`src/hdl/lgnc_pkg.sv`:
```
`timescale 1ns / 1ps
// shared types, constants and neighbor offset tables for the grid census block
// no dependencies

package lgnc_pkg;

    localparam int MAX_ROWS_DEF = 64;
    localparam int MAX_COLS_DEF = 64;

    // grid size registers are seven bits wide
    localparam int SIZE_W  = 7;
    localparam int CFG_IDX_W = 2;

    localparam logic [CFG_IDX_W-1:0] CFG_ROWS_IN_USE = 2'd0;
    localparam logic [CFG_IDX_W-1:0] CFG_COLS_IN_USE = 2'd1;
    localparam logic [CFG_IDX_W-1:0] CFG_WRAP_EDGES  = 2'd2;

    localparam logic [SIZE_W-1:0] ROWS_RESET = 7'd64;
    localparam logic [SIZE_W-1:0] COLS_RESET = 7'd64;
    localparam logic              WRAP_RESET = 1'b0;

    localparam logic [1:0] MODE_SET_LIVE = 2'd0;
    localparam logic [1:0] MODE_SET_DEAD = 2'd1;
    localparam logic [1:0] MODE_READ     = 2'd2;
    localparam logic [1:0] MODE_CENSUS   = 2'd3;

    // offset codes for one neighbor axis
    localparam logic [1:0] STEP_DEC  = 2'd0;
    localparam logic [1:0] STEP_HOLD = 2'd1;
    localparam logic [1:0] STEP_INC  = 2'd2;

    localparam logic [2:0] NB_LAST = 3'd7;

    typedef struct packed {
        logic [1:0] mode;
        logic [5:0] row_index;
        logic [5:0] col_index;
    } in_item_t;

    typedef struct packed {
        logic       cell_alive;
        logic [3:0] neighbor_count;
        logic       out_of_range;
    } out_item_t;

    typedef struct packed {
        logic       mem_clear;
        logic       load_item;
        logic       cell_write;
        logic       write_val;
        logic       cell_read;
        logic       nb_read;
        logic [2:0] nb_sel;
        logic       out_load;
    } dp_cmd_t;

    typedef struct packed {
        logic [1:0] mode;
        logic       oor;
        logic       clr_last;
        logic       out_free;
    } dp_status_t;

    // eight moore neighbors, center skipped
    function automatic logic [1:0] nb_row_step(input logic [2:0] k);
        logic [1:0] s;
        case (k)
            3'd0, 3'd1, 3'd2: s = STEP_DEC;
            3'd3, 3'd4:       s = STEP_HOLD;
            default:          s = STEP_INC;
        endcase
        return s;
    endfunction

    function automatic logic [1:0] nb_col_step(input logic [2:0] k);
        logic [1:0] s;
        case (k)
            3'd0, 3'd3, 3'd5: s = STEP_DEC;
            3'd1, 3'd6:       s = STEP_HOLD;
            default:          s = STEP_INC;
        endcase
        return s;
    endfunction

endpackage

```
`src/hdl/lgnc_ctrl.sv`:
```
`timescale 1ns / 1ps
// controller: clearing pass after reset, item sequencing, census read steps
// uses lgnc_pkg

module lgnc_ctrl (
    input  logic                  clk,
    input  logic                  rst_n,
    input  logic                  in_valid,
    output logic                  in_stall,
    input  lgnc_pkg::dp_status_t  status,
    output lgnc_pkg::dp_cmd_t     cmd
);

    localparam logic [2:0] S_CLEAR  = 3'd0;
    localparam logic [2:0] S_IDLE   = 3'd1;
    localparam logic [2:0] S_EXEC   = 3'd2;
    localparam logic [2:0] S_CENSUS = 3'd3;
    localparam logic [2:0] S_FLUSH  = 3'd4;
    localparam logic [2:0] S_RESULT = 3'd5;

    logic [2:0] state_reg;
    logic [2:0] state_next;
    logic [2:0] nb_reg;
    logic [2:0] nb_next;
    logic [2:0] done_state;

    // result goes out now if the output register is free, else it waits
    assign done_state = status.out_free ? S_IDLE : S_RESULT;

    always_comb
    begin
        cmd        = '0;
        cmd.nb_sel = nb_reg;
        state_next = state_reg;
        nb_next    = nb_reg;
        in_stall   = 1'b1;

        case (state_reg)
            S_CLEAR:
            begin
                cmd.mem_clear = 1'b1;
                if (status.clr_last)
                    state_next = S_IDLE;
            end
            S_IDLE:
            begin
                in_stall = 1'b0;
                if (in_valid)
                begin
                    cmd.load_item = 1'b1;
                    state_next    = S_EXEC;
                end
            end
            S_EXEC:
            begin
                if (status.oor)
                begin
                    cmd.out_load = status.out_free;
                    state_next   = done_state;
                end
                else
                begin
                    case (status.mode)
                        lgnc_pkg::MODE_SET_LIVE,
                        lgnc_pkg::MODE_SET_DEAD:
                        begin
                            cmd.cell_write = 1'b1;
                            cmd.write_val  = (status.mode == lgnc_pkg::MODE_SET_LIVE);
                            cmd.out_load   = status.out_free;
                            state_next     = done_state;
                        end
                        lgnc_pkg::MODE_READ:
                        begin
                            cmd.cell_read = 1'b1;
                            state_next    = S_FLUSH;
                        end
                        default:
                        begin
                            cmd.nb_read = 1'b1;
                            cmd.nb_sel  = '0;
                            nb_next     = 3'd1;
                            state_next  = S_CENSUS;
                        end
                    endcase
                end
            end
            S_CENSUS:
            begin
                cmd.nb_read = 1'b1;
                if (nb_reg == lgnc_pkg::NB_LAST)
                    state_next = S_FLUSH;
                else
                    nb_next = nb_reg + 3'd1;
            end
            S_FLUSH, S_RESULT:
            begin
                cmd.out_load = status.out_free;
                state_next   = done_state;
            end
            default:
            begin
                state_next = S_IDLE;
            end
        endcase
    end

    always_ff @(posedge clk or negedge rst_n)
    begin
        if (!rst_n)
        begin
            state_reg <= S_CLEAR;
            nb_reg    <= '0;
        end
        else
        begin
            state_reg <= state_next;
            nb_reg    <= nb_next;
        end
    end

endmodule

```
`config.mk`:
```
export PLATFORM = sky130hd
export DESIGN_NAME = lgnc_ctrl
export DESIGN_NICKNAME = d
export VERILOG_FILES = /design/src/hdl/lgnc_pkg.sv /design/src/hdl/lgnc_ctrl.sv
export SDC_FILE = /design/constraint.sdc
export NUM_CORES = 1
export LEC_CHECK = 0
export BUFFER_PORTS_ARGS = -buffer_cell sky130_fd_sc_hd__buf_2
export CORE_MARGIN = 2
export CORE_UTILIZATION = 35
export DETAILED_ROUTE_END_ITERATION = 10
export SLEW_MARGIN = 10
export SYNTH_ARGS = -nofsm -noshare
export SYNTH_HDL_FRONTEND = slang
export SYNTH_SLANG_ARGS = --single-unit
export TNS_END_PERCENT = 50
```
`constraint.sdc`:
```
create_clock -name clk -period 4.3 [get_ports clk]
set_clock_uncertainty 0.05 [all_clocks]
set_input_delay 0.215 -clock clk [delete_from_list [all_inputs] [get_ports clk]]
set_output_delay 0.215 -clock clk [all_outputs]
set_load 0.01 [all_outputs]
```
### Yosys cells after proc, flatten, opt, wreduce, memory -nomap -nowiden

Cells that the tools add are included.

| word-level totals | value |
|---|---|
| register bits after elaboration | 6 |
| output and inout port bits | 11 |

| operators by class | value |
|---|---|
| add/sub/neg operators | 1 |
| equal/unequal tests | 14 |
| multiplexer cells | 25 |
| reduce and logical (&&, ||, !) cells | 8 |

Operators by type and width:

| operator | count |
|---|---|
| $mux W3 | 10 |
| $pmux W3 S5 | 1 |
| $ne A2 B2 Y1 const B | 6 |
| $pmux W3 S2 | 2 |
| $eq A3 B3 Y1 const B | 3 |
| $mux W1 | 7 |
| $mux W7 | 1 |
| $eq A3 B2 Y1 const B | 2 |
| $mux W4 | 1 |
| $pmux W1 S2 | 2 |
| $reduce_and A4 Y1 | 1 |
| $reduce_or A2 Y1 | 2 |
| $add A3 B1 Y3 const B | 1 |
| $eq A3 B1 Y1 const B | 1 |
| $logic_not A3 Y1 | 1 |
| $reduce_and A3 Y1 | 1 |
| $reduce_or A3 Y1 | 1 |
| $eq A2 B1 Y1 const B | 1 |
| $eq A2 B2 Y1 const B | 1 |
| $logic_not A2 Y1 | 1 |
| $mux W2 | 1 |
| $reduce_bool A2 Y1 | 1 |

### Depth between registers and ports, before layout

Gate-level depths: netlist (run 1).

| logic depth | value |
|---|---|
| depth after elaboration | 5 |
| mapped depth | 6 |

### Worst setup path before layout (run 1)

OpenSTA, ideal clock, no wires.

| timing | value |
|---|---|
| path kind | reg-to-output |
| from | register state_reg[2] |
| to | output port cmd[6] (netlist name) |
| arrival | 1.305 ns |
| required time | 4.035 ns |
| slack | 2.730 ns |
| stages on the path, launching flop included | 4 |
| buffers on the path | 0 |
| cell sequence | dfrtp_1 > nand2b_1 > nor4_1 > nor2b_1 |

RTL lines:

| item | RTL line | RTL |
|---|---|---|
| from (decl) | lgnc_ctrl.sv:21 | `logic [2:0] state_reg;` |
| from (signal assigned) | lgnc_ctrl.sv:116 | `state_reg <= state_next;` |
| to (decl) | lgnc_ctrl.sv:11 | `output lgnc_pkg::dp_cmd_t cmd` |

==> results.py, run 1 <==
metrics = {
    "run_status": {
        "outcome": "finished clean",
    },
    "setup_path": {
        "crit_path_max_fanout": 9,
        "cp_cell_sequence": "nand2b_1 -> or3_1 -> nor2_1 -> buf_2",
        "endpoint_kind": "primary output",
        "startpoint_type": "register",
        "max_stage_delay_ns": 0.48,
        "required_ns": 4.03,
        "critPathKind": "register to primary output",
        "arrival_ns": 1.56,
        "critPathTopFamily": "simple AND/OR/NAND/NOR gates",
        "critPathSlowestCell": "dfrtp_1",
        "critical_path_buf_inv_count": 1,
    },
    "finish": {
        "num_antenna_cells": 0,
        "final-instance-count-excl-fill": 88,
        "drive_above_1_share_pct": 42.5,
        "syn_to_final_growth_pct": 24.8,
        "final_net_count": 85,
        "fillCellCount": 132,
    },
    "detailed_routing": {
        "ant_nets": 0,
        "vias": 438,
        "routed_wl_um": 924,
        "drtIter0Drc": 4,
        "wl_per_cell_um": 10.5,
        "drc": 0,
        "vias_per_cell": 4.98,
        "drtPass1Iterations": 4,
    },
    "sta": {
        "max_slew_margin_pct": 75.7,
        "rsz0062_at_grt": "no",
        "setup_violations": 0,
        "finalWorstSetupSlack_ns": 2.47,
        "layout_min_cycle_time_ns": 1.83,
        "worstMarginPinSlew_ns": 0.364,
        "holdWs_ns": 0.225,
        "fin_crit_sh_pct": 42.5,
        "max_freq_mhz": 547,
        "slew_viol_final": 0,
        "hold_viol": 0,
        "tns_ns": 0,
    },
    "floorplan": {
        "start_util_pct": 37.3,
        "design.core.area_um2": 1280,
        "die_w_um": 41,
        "ios": 19,
        "die-height_um": 41,
        "dieArea_um2": 1680,
        "fp-row-count": 13,
    },
    "synth": {
        "syn_inst": 53,
        "synth_edf_count": 0,
        "synthTopCellsByCount": "nor2_1 (7), dfrtp_1 (6), nand2b_1 (4), nor2b_1 (4), mux2_2 (3)",
        "synthesis.nets": 63,
        "avgSynthCellArea_um2": 9.04,
        "synth-seq-area-share_pct": 31.3,
        "yosysUniqueCellTypes": 27,
        "synth_compound_area_share_pct": 11.2,
        "synth_warnings": 0,
        "synth.most_common_cell": "nor2_1",
        "yosys.area_share.xor_xnor_pct": 0,
        "synth_mux_area_share_pct": 7.05,
        "ys.flop_type": "dfrtp_1",
        "netlist_area_um2": 479,
        "synthAdderAreaFrac_pct": 5.22,
        "synth_top_area_share_pct": 31.3,
        "netlist_top_cells_area": "dfrtp_1 (31%), mux2_2 (7.0%), nor2_1 (5.5%)",
        "synth_area_leader_cell": "dfrtp_1",
        "async_flop_share_pct": 100,
        "ys_ff_latch": 6,
        "synth_top_family_by_area": "simple AND/OR/NAND/NOR gates",
        "synth-simple-area-share_pct": 39.7,
    },
    "worst_hold_path": {
        "hold_path_class": "input pin to register",
    },
    "global_routing": {
        "antenna_found_initial": 0,
        "grt_use_total_pct": 13.4,
        "grt_pass1_vias": 375,
        "grt_first_pass_wirelength_um": 1520,
        "grt_overflow": 0,
        "grt_max_degree": 11,
    },
    "place": {
        "dp_cells": 84,
        "numPortBuffers": 18,
        "gp_congestion": 0.685,
        "preCtsSetupSlack_ns": 2.69,
    },
    "clock_network": {
        "cts-hold-fix-buffers": 1,
        "cts_max_level": 1,
        "tritoncts": "yes",
        "cts_buffers": 3,
        "clk_latency_ns": 0.24,
        "cts_setup_buffers": 0,
        "cts.path.max_buffers": 2,
        "cts.clk_slew.worst_paths_ns": 0.05,
        "cts_resized": 0,
        "clock-sinks": 6,
        "cts-root-buf": "clkbuf_4",
    },
    "run": {
        "max-cap-violations": 0,
    },
    "pwr": {
        "peakVddDrop_v": 0.000249,
        "p_leak_nw": 0.300,
        "power_density_nw_per_um2": 702,
    },
}
[worst register-to-register path, stage by stage (launching register included)]
cell,delay (ns)
dfrtp_1,0.39
ha_1,0.21
ha_1,0.21
nor2_1,0.26
mux2_2,0.38
[through the flow]
step	power, W	utilization (%)	cell area [um2]
after floorplan	0.000317	-	479
after global placement	0.000368	44.0	566
after detailed placement	0.000371	44.0	566
after CTS	0.000427	46.5	598
after global routing	0.000464	46.5	598
final	0.000420	46.5	598
[logic make-up after synthesis]
family | after synthesis
AND/OR/NAND/NOR | 30
multiplexers | 3
flip-flops | 6
AO/OA/AOI/OAI | 9
adder cells (fa/ha/maj) | 2
buffers and inverters | 3
[power by group]
group	leakage [nW]	internal (W)	switching (W)
sequential	0.0729	0.0000854	0.0000475
combinational	0.213	0.000127	0.000108
clock	0.0138	0.0000316	0.0000201
total	0.300	0.000244	0.000176
[worst paths after layout]
check / startpoint / end / slack [ns] / depth (start not counted)
worst max-delay path: state_reg[2]$_DFFE_PN0P_ / cmd[5] / 2.47 / 4
worst min-delay path: status[0] / state_reg[2]$_DFFE_PN0P_ / 0.22 / 3
worst max register to register: nb_reg[0]$_DFFE_PN0P_ / nb_reg[1]$_DFFE_PN0P_ / 2.68 / 4
worst min register to register: nb_reg[0]$_DFFE_PN0P_ / nb_reg[0]$_DFFE_PN0P_ / 0.44 / 1
max in group asynchronous: rst_n / nb_reg[1]$_DFFE_PN0P_ / 3.78 / 2
min in group asynchronous: rst_n / state_reg[2]$_DFFE_PN0P_ / 0.27 / 2
[per-layer routing]
layer,global-route usage (%),vias to the layer above,wire length [um]
met5,0,-,0
met4,5.00,0,17
met3,1.63,2,46
met2,22.3,14,430
met1,17.6,193,430
li1,-,229,-
[cell type report]
cell class	instances	area (um2)	share of cell area, %
repair buffers	19	100	16.7
multi-input cells	44	303	50.6
flip-flops and latches	6	150	25.1
clock buffers	3	22.5	3.77
well taps	15	18.8	3.14
inverters	1	3.75	0.628
[cells in the final DEF, fill, tap and decap left out, types with 2 or more instances in the layout]
cell type and instances:
nand2_1 2, nand2b_1 4, and2_4 2, buf_2 18
dfrtp_1 6, nor2b_1 4, a21oi_1 2, nor2_1 7
nor3_1 2, ha_1 2, clkbuf_4 3, o21ai_1 2
mux2_2 3
No activity file was read; power rests on OpenSTA's default activity.
==> inputs of run 2 (changes only) <==
- clock period: 4.3 -> 1.6 ns (I/O delays scaled with it)
==> results.py, run 2 (synthesized netlist as in run 1, its figures left out) <==
metrics = {
    "global_routing": {
        "met2_usage_pct": 25.8,
        "grt_first_pass_wirelength_um": 1730,
        "top_usage_layer": "met2",
        "use_met3_pct": 2.17,
        "grt_pass1_vias": 440,
        "grt_use_total_pct": 15.2,
        "antenna_found_initial": 0,
        "grt_max_degree": 10,
        "grt_use_met1_pct": 18.8,
        "grt_overflow": 0,
    },
    "floorplan": {
        "design.core.area_um2": 1280,
        "start_util_pct": 37.3,
        "fp-row-count": 13,
        "die-height_um": 41,
        "ios": 19,
        "dieArea_um2": 1680,
        "die_w_um": 41,
    },
    "setup_path": {
        "endpoint_kind": "primary output",
        "arrival_ns": 1.44,
        "startpoint_type": "register",
        "required_ns": 1.47,
        "crit_path_max_fanout": 8,
        "critPathKind": "register to primary output",
    },
    "detailed_routing": {
        "drc": 0,
        "vias_per_cell": 4.70,
        "ant_nets": 0,
        "wl_per_cell_um": 11.7,
        "routed_wl_um": 1120,
        "vias": 451,
        "drtPass1Iterations": 2,
        "drtIter0Drc": 3,
    },
    "finish": {
        "mostFrequentLayoutCell": "buf_2",
        "final_cell_mix": "buf_2 (18), buf_4 (8), nor2_1 (5)",
        "syn_to_final_growth_pct": 43.1,
        "drive_above_1_share_pct": 58.0,
        "final_area_um2": 686,
        "final_net_count": 93,
        "num_antenna_cells": 0,
        "fillCellCount": 133,
    },
    "sta": {
        "setup_violations": 0,
        "fin_crit_sh_pct": 98.1,
        "worstMarginPinSlew_ns": 0.221,
        "slew_viol_final": 0,
        "max_freq_mhz": 637,
        "hold_viol": 0,
        "holdWs_ns": 0.0811,
        "layout_min_cycle_time_ns": 1.57,
        "max_slew_margin_pct": 85.1,
        "rsz0062_at_grt": "yes",
    },
    "pwr": {
        "p_comb_share_pct": 63.2,
        "pwr-share-seq_pct": 26.0,
        "power_density_nw_per_um2": 1920,
        "clockPowerShare_pct": 10.8,
        "p_int_w": 0.000783,
        "sw_frac_of_total_pct": 40.6,
        "p_leak_nw": 0.341,
        "peakVddDrop_v": 0.000952,
        "p_switching_w": 0.000535,
    },
    "place": {
        "place_area_um2": 603,
        "gp_congestion": 0.684,
        "numPortBuffers": 18,
        "hpwl_um": 810,
    },
    "run_status": {
        "outcome": "finished clean",
    },
    "run": {
        "max-cap-violations": 0,
    },
    "clock_network": {
        "cts.clk_slew.worst_paths_ns": 0.04,
        "cts.path.max_buffers": 2,
        "tritoncts": "yes",
        "clock-sinks": 6,
        "cts-root-buf": "clkbuf_4",
        "cts_max_level": 1,
        "cts_buffers": 3,
        "clk_latency_ns": 0.24,
    },
    "worst_hold_path": {
        "hold_path_class": "input pin to register",
    },
}
[run 2: final timing paths]
path / start / endpoint / slack, ns / depth (start not counted)
worst max-delay path: state_reg[2]$_DFFE_PN0P_ / cmd[5] / 0.03 / 4
worst min-delay path: status[0] / state_reg[2]$_DFFE_PN0P_ / 0.08 / 3
worst max register to register: nb_reg[0]$_DFFE_PN0P_ / nb_reg[1]$_DFFE_PN0P_ / 0.09 / 4
worst min register to register: nb_reg[0]$_DFFE_PN0P_ / nb_reg[0]$_DFFE_PN0P_ / 0.45 / 1
max in group asynchronous: rst_n / state_reg[2]$_DFFE_PN0P_ / 1.19 / 2
min in group asynchronous: rst_n / nb_reg[0]$_DFFE_PN0P_ / 0.14 / 2
[run 2: repair_timing]
action                     in CTS  in global routing
pin swaps                       0                  1
setup endpoints to repair       4                  8
hold buffers                    1                  0
setup buffers                   1                  2
hold endpoints to repair        6                  0
gates resized for setup         4                  4
[run 2: layer usage]
metal	vias up	part of all wire, %
met1	200	45
met4	0	0
met2	11	51
li1	240	-
met3	0	3.8
met5	-	0
[run 2: through the flow]
step	TNS (ns)	power, W	util (%)	std cells	setup slack [ns]
after CTS	0	0.00127	51.2	94	0.00875
after global routing	-0.0609	0.00144	53.4	96	-0.0324
after detailed placement	0	0.00107	46.9	89	0.0565
final	0	0.00132	53.4	96	0.0311
after floorplan	0	0.000851	-	53	0.0838
after global placement	0	0.00107	46.9	89	0.0965
[run 2: final cells by class]
class,count,area (um2),area share (%)
clock buffers,3,22.5,3.28
inverters,1,3.75,0.547
multi-input cells,44,327,47.6
flip-flops and latches,6,154,22.4
well taps,15,18.8,2.74
repair buffers,27,160,23.4
[run 2: critical path: stages (launching register included)]
cell,delay [ns]
dfrtp_2,0.46
nand2b_4,0.17
or3_4,0.35
nor2_2,0.09
buf_2,0.13
[run 2: power groups by stage]
stage	clock network, W	registers [W]	logic, W
after CTS	0.000142	0.000344	0.000780
final	0.000142	0.000343	0.000833
after floorplan	0	0.000285	0.000566
after detailed placement	0	0.000334	0.000739
after global placement	0	0.000336	0.000730
after global routing	0.000158	0.000357	0.000923
==> inputs of run 3 (changes only) <==
- HOLD_SLACK_MARGIN: not set -> 0.1
- clock period: 1.6 -> 1.8 ns (I/O delays scaled with it)
==> results.py, run 3 (synthesized netlist as in run 1, its figures left out) <==
metrics = {
    "detailed_routing": {
        "routed_wl_um": 1030,
        "drc": 0,
        "vias_per_cell": 4.86,
        "drtIter0Drc": 3,
        "wl_per_cell_um": 11.4,
        "ant_nets": 0,
        "drtPass1Iterations": 2,
        "vias": 437,
    },
    "setup_path": {
        "critPathKind": "register to primary output",
        "required_ns": 1.66,
        "r2r_start": "nb_reg[0]$_DFFE_PN0P_",
        "endpoint_kind": "primary output",
        "startpoint_type": "register",
        "crit_path_max_fanout": 9,
        "cp-startpoint": "state_reg[2]$_DFFE_PN0P_",
        "arrival_ns": 1.56,
    },
    "clock_network": {
        "tritoncts": "yes",
        "cts_max_level": 1,
        "clk_latency_ns": 0.24,
        "cts.clk_slew.worst_paths_ns": 0.05,
        "cts-root-buf": "clkbuf_4",
        "cts.path.max_buffers": 2,
        "clock-sinks": 6,
        "cts_buffers": 3,
    },
    "sta": {
        "rsz0062_at_grt": "no",
        "tns_ns": 0,
        "slew_viol_final": 0,
        "max_slew_margin_pct": 79.0,
        "worstMarginPinSlew_ns": 0.313,
        "finalWorstSetupSlack_ns": 0.0981,
        "max_freq_mhz": 588,
        "fin_crit_sh_pct": 94.6,
        "setup_violations": 0,
        "layout_min_cycle_time_ns": 1.70,
        "hold_viol": 0,
    },
    "pwr": {
        "peakVddDrop_v": 0.000743,
        "power_density_nw_per_um2": 1700,
        "p_leak_nw": 0.310,
        "power.total_w": 0.00104,
    },
    "floorplan": {
        "ios": 19,
        "fp-row-count": 13,
        "dieArea_um2": 1680,
        "die_w_um": 41,
        "die-height_um": 41,
        "start_util_pct": 37.3,
        "design.core.area_um2": 1280,
    },
    "finish": {
        "syn_to_final_growth_pct": 27.9,
        "drive_above_1_share_pct": 44.0,
        "mostFrequentLayoutCell": "buf_2",
        "fillCellCount": 130,
        "final_cell_mix": "buf_2 (18), nor2_1 (7), dfrtp_1 (6)",
        "num_antenna_cells": 0,
        "final_net_count": 87,
    },
    "place": {
        "numPortBuffers": 18,
        "preCtsSetupSlack_ns": 0.164,
        "hpwl_um": 832,
        "gp_congestion": 0.710,
    },
    "run": {
        "max-cap-violations": 0,
    },
    "global_routing": {
        "grt_use_total_pct": 15.0,
        "grt_first_pass_wirelength_um": 1630,
        "grt_pass1_vias": 386,
        "grt_max_degree": 10,
        "antenna_found_initial": 0,
        "grt_overflow": 0,
    },
    "worst_hold_path": {
        "hold_start": "status[0]",
        "hold_path_class": "input pin to register",
    },
    "run_status": {
        "outcome": "finished clean",
    },
}
-- run 3: cell types whose count changed in the layout (fill, tap and decap cells not counted) --
| cell | delta |
|---|---|
| buf_4 | -6 |
| dfrtp_1 | +3 |
| dfrtp_2 | -3 |
| nor2_1 | +2 |
| nor2_2 | -2 |
| nand2b_1 | +1 |
| nand2b_4 | -1 |
| nor4_1 | +1 |
| nor4_2 | -1 |
| or3_1 | +1 |
| or3_4 | -1 |
-- run 3: metal layers --
metal,vias up,global-route usage (%),wire [um]
li1,229,-,-
met1,197,20.1,492
met2,11,23.4,498
met3,0,1.63,38
met4,0,7.50,0
met5,-,0,0
-- run 3: final timing paths --
| check | cells after the start | slack [ns] | end |
|---|---|---|---|
| worst min register to register | 1 | 0.47 | nb_reg[0]$_DFFE_PN0P_ |
| worst min-delay path | 3 | 0.11 | state_reg[2]$_DFFE_PN0P_ |
| min in group asynchronous | 2 | 0.16 | nb_reg[2]$_DFFE_PN0P_ |
| max in group asynchronous | 2 | 1.39 | nb_reg[1]$_DFFE_PN0P_ |
| worst max register to register | 4 | 0.14 | nb_reg[1]$_DFFE_PN0P_ |
| worst max-delay path | 4 | 0.1 | cmd[5] |
-- run 3: where the power goes --
group | total (W) | switching (W) | internal (W)
combinational | 0.000626 | 0.000298 | 0.000328
sequential | 0.000292 | 0.0000869 | 0.000205
clock | 0.000125 | 0.0000493 | 0.0000755
-- run 3: final cells by class --
cell class	instances	area [um2]	share of cell area (%)
well taps	15	18.8	3.06
multi-input cells	44	303	49.4
inverters	1	3.75	0.612
repair buffers	21	115	18.8
flip-flops and latches	6	150	24.5
clock buffers	3	22.5	3.67
-- run 3: worst max-delay path, cell delays in order, from the launching register on --
cell and delay (ns):
dfrtp_1 0.47, nand2b_1 0.21, or3_1 0.40, nor2_1 0.10
buf_2 0.14
-- run 3: per-stage QoR --
step / utilization [%] / instances / area [um2] / hold WS [ns]
2_1_floorplan: - / 53 / 479 / -0.256
3_3_place_gp: 45.2 / 86 / 581 / -0.125
6_report: 47.7 / 90 / 613 / 0.111
4_1_cts: 47.7 / 90 / 613 / 0.110
3_5_place_dp: 45.2 / 86 / 581 / -0.125
5_1_grt: 47.7 / 90 / 613 / 0.124
-- run 3: what timing repair did --
item	CTS	global route
hold buffers	1	0
setup endpoints to repair	0	0
hold endpoints to repair	6	0
resized for setup	0	0
buffers inserted	0	0
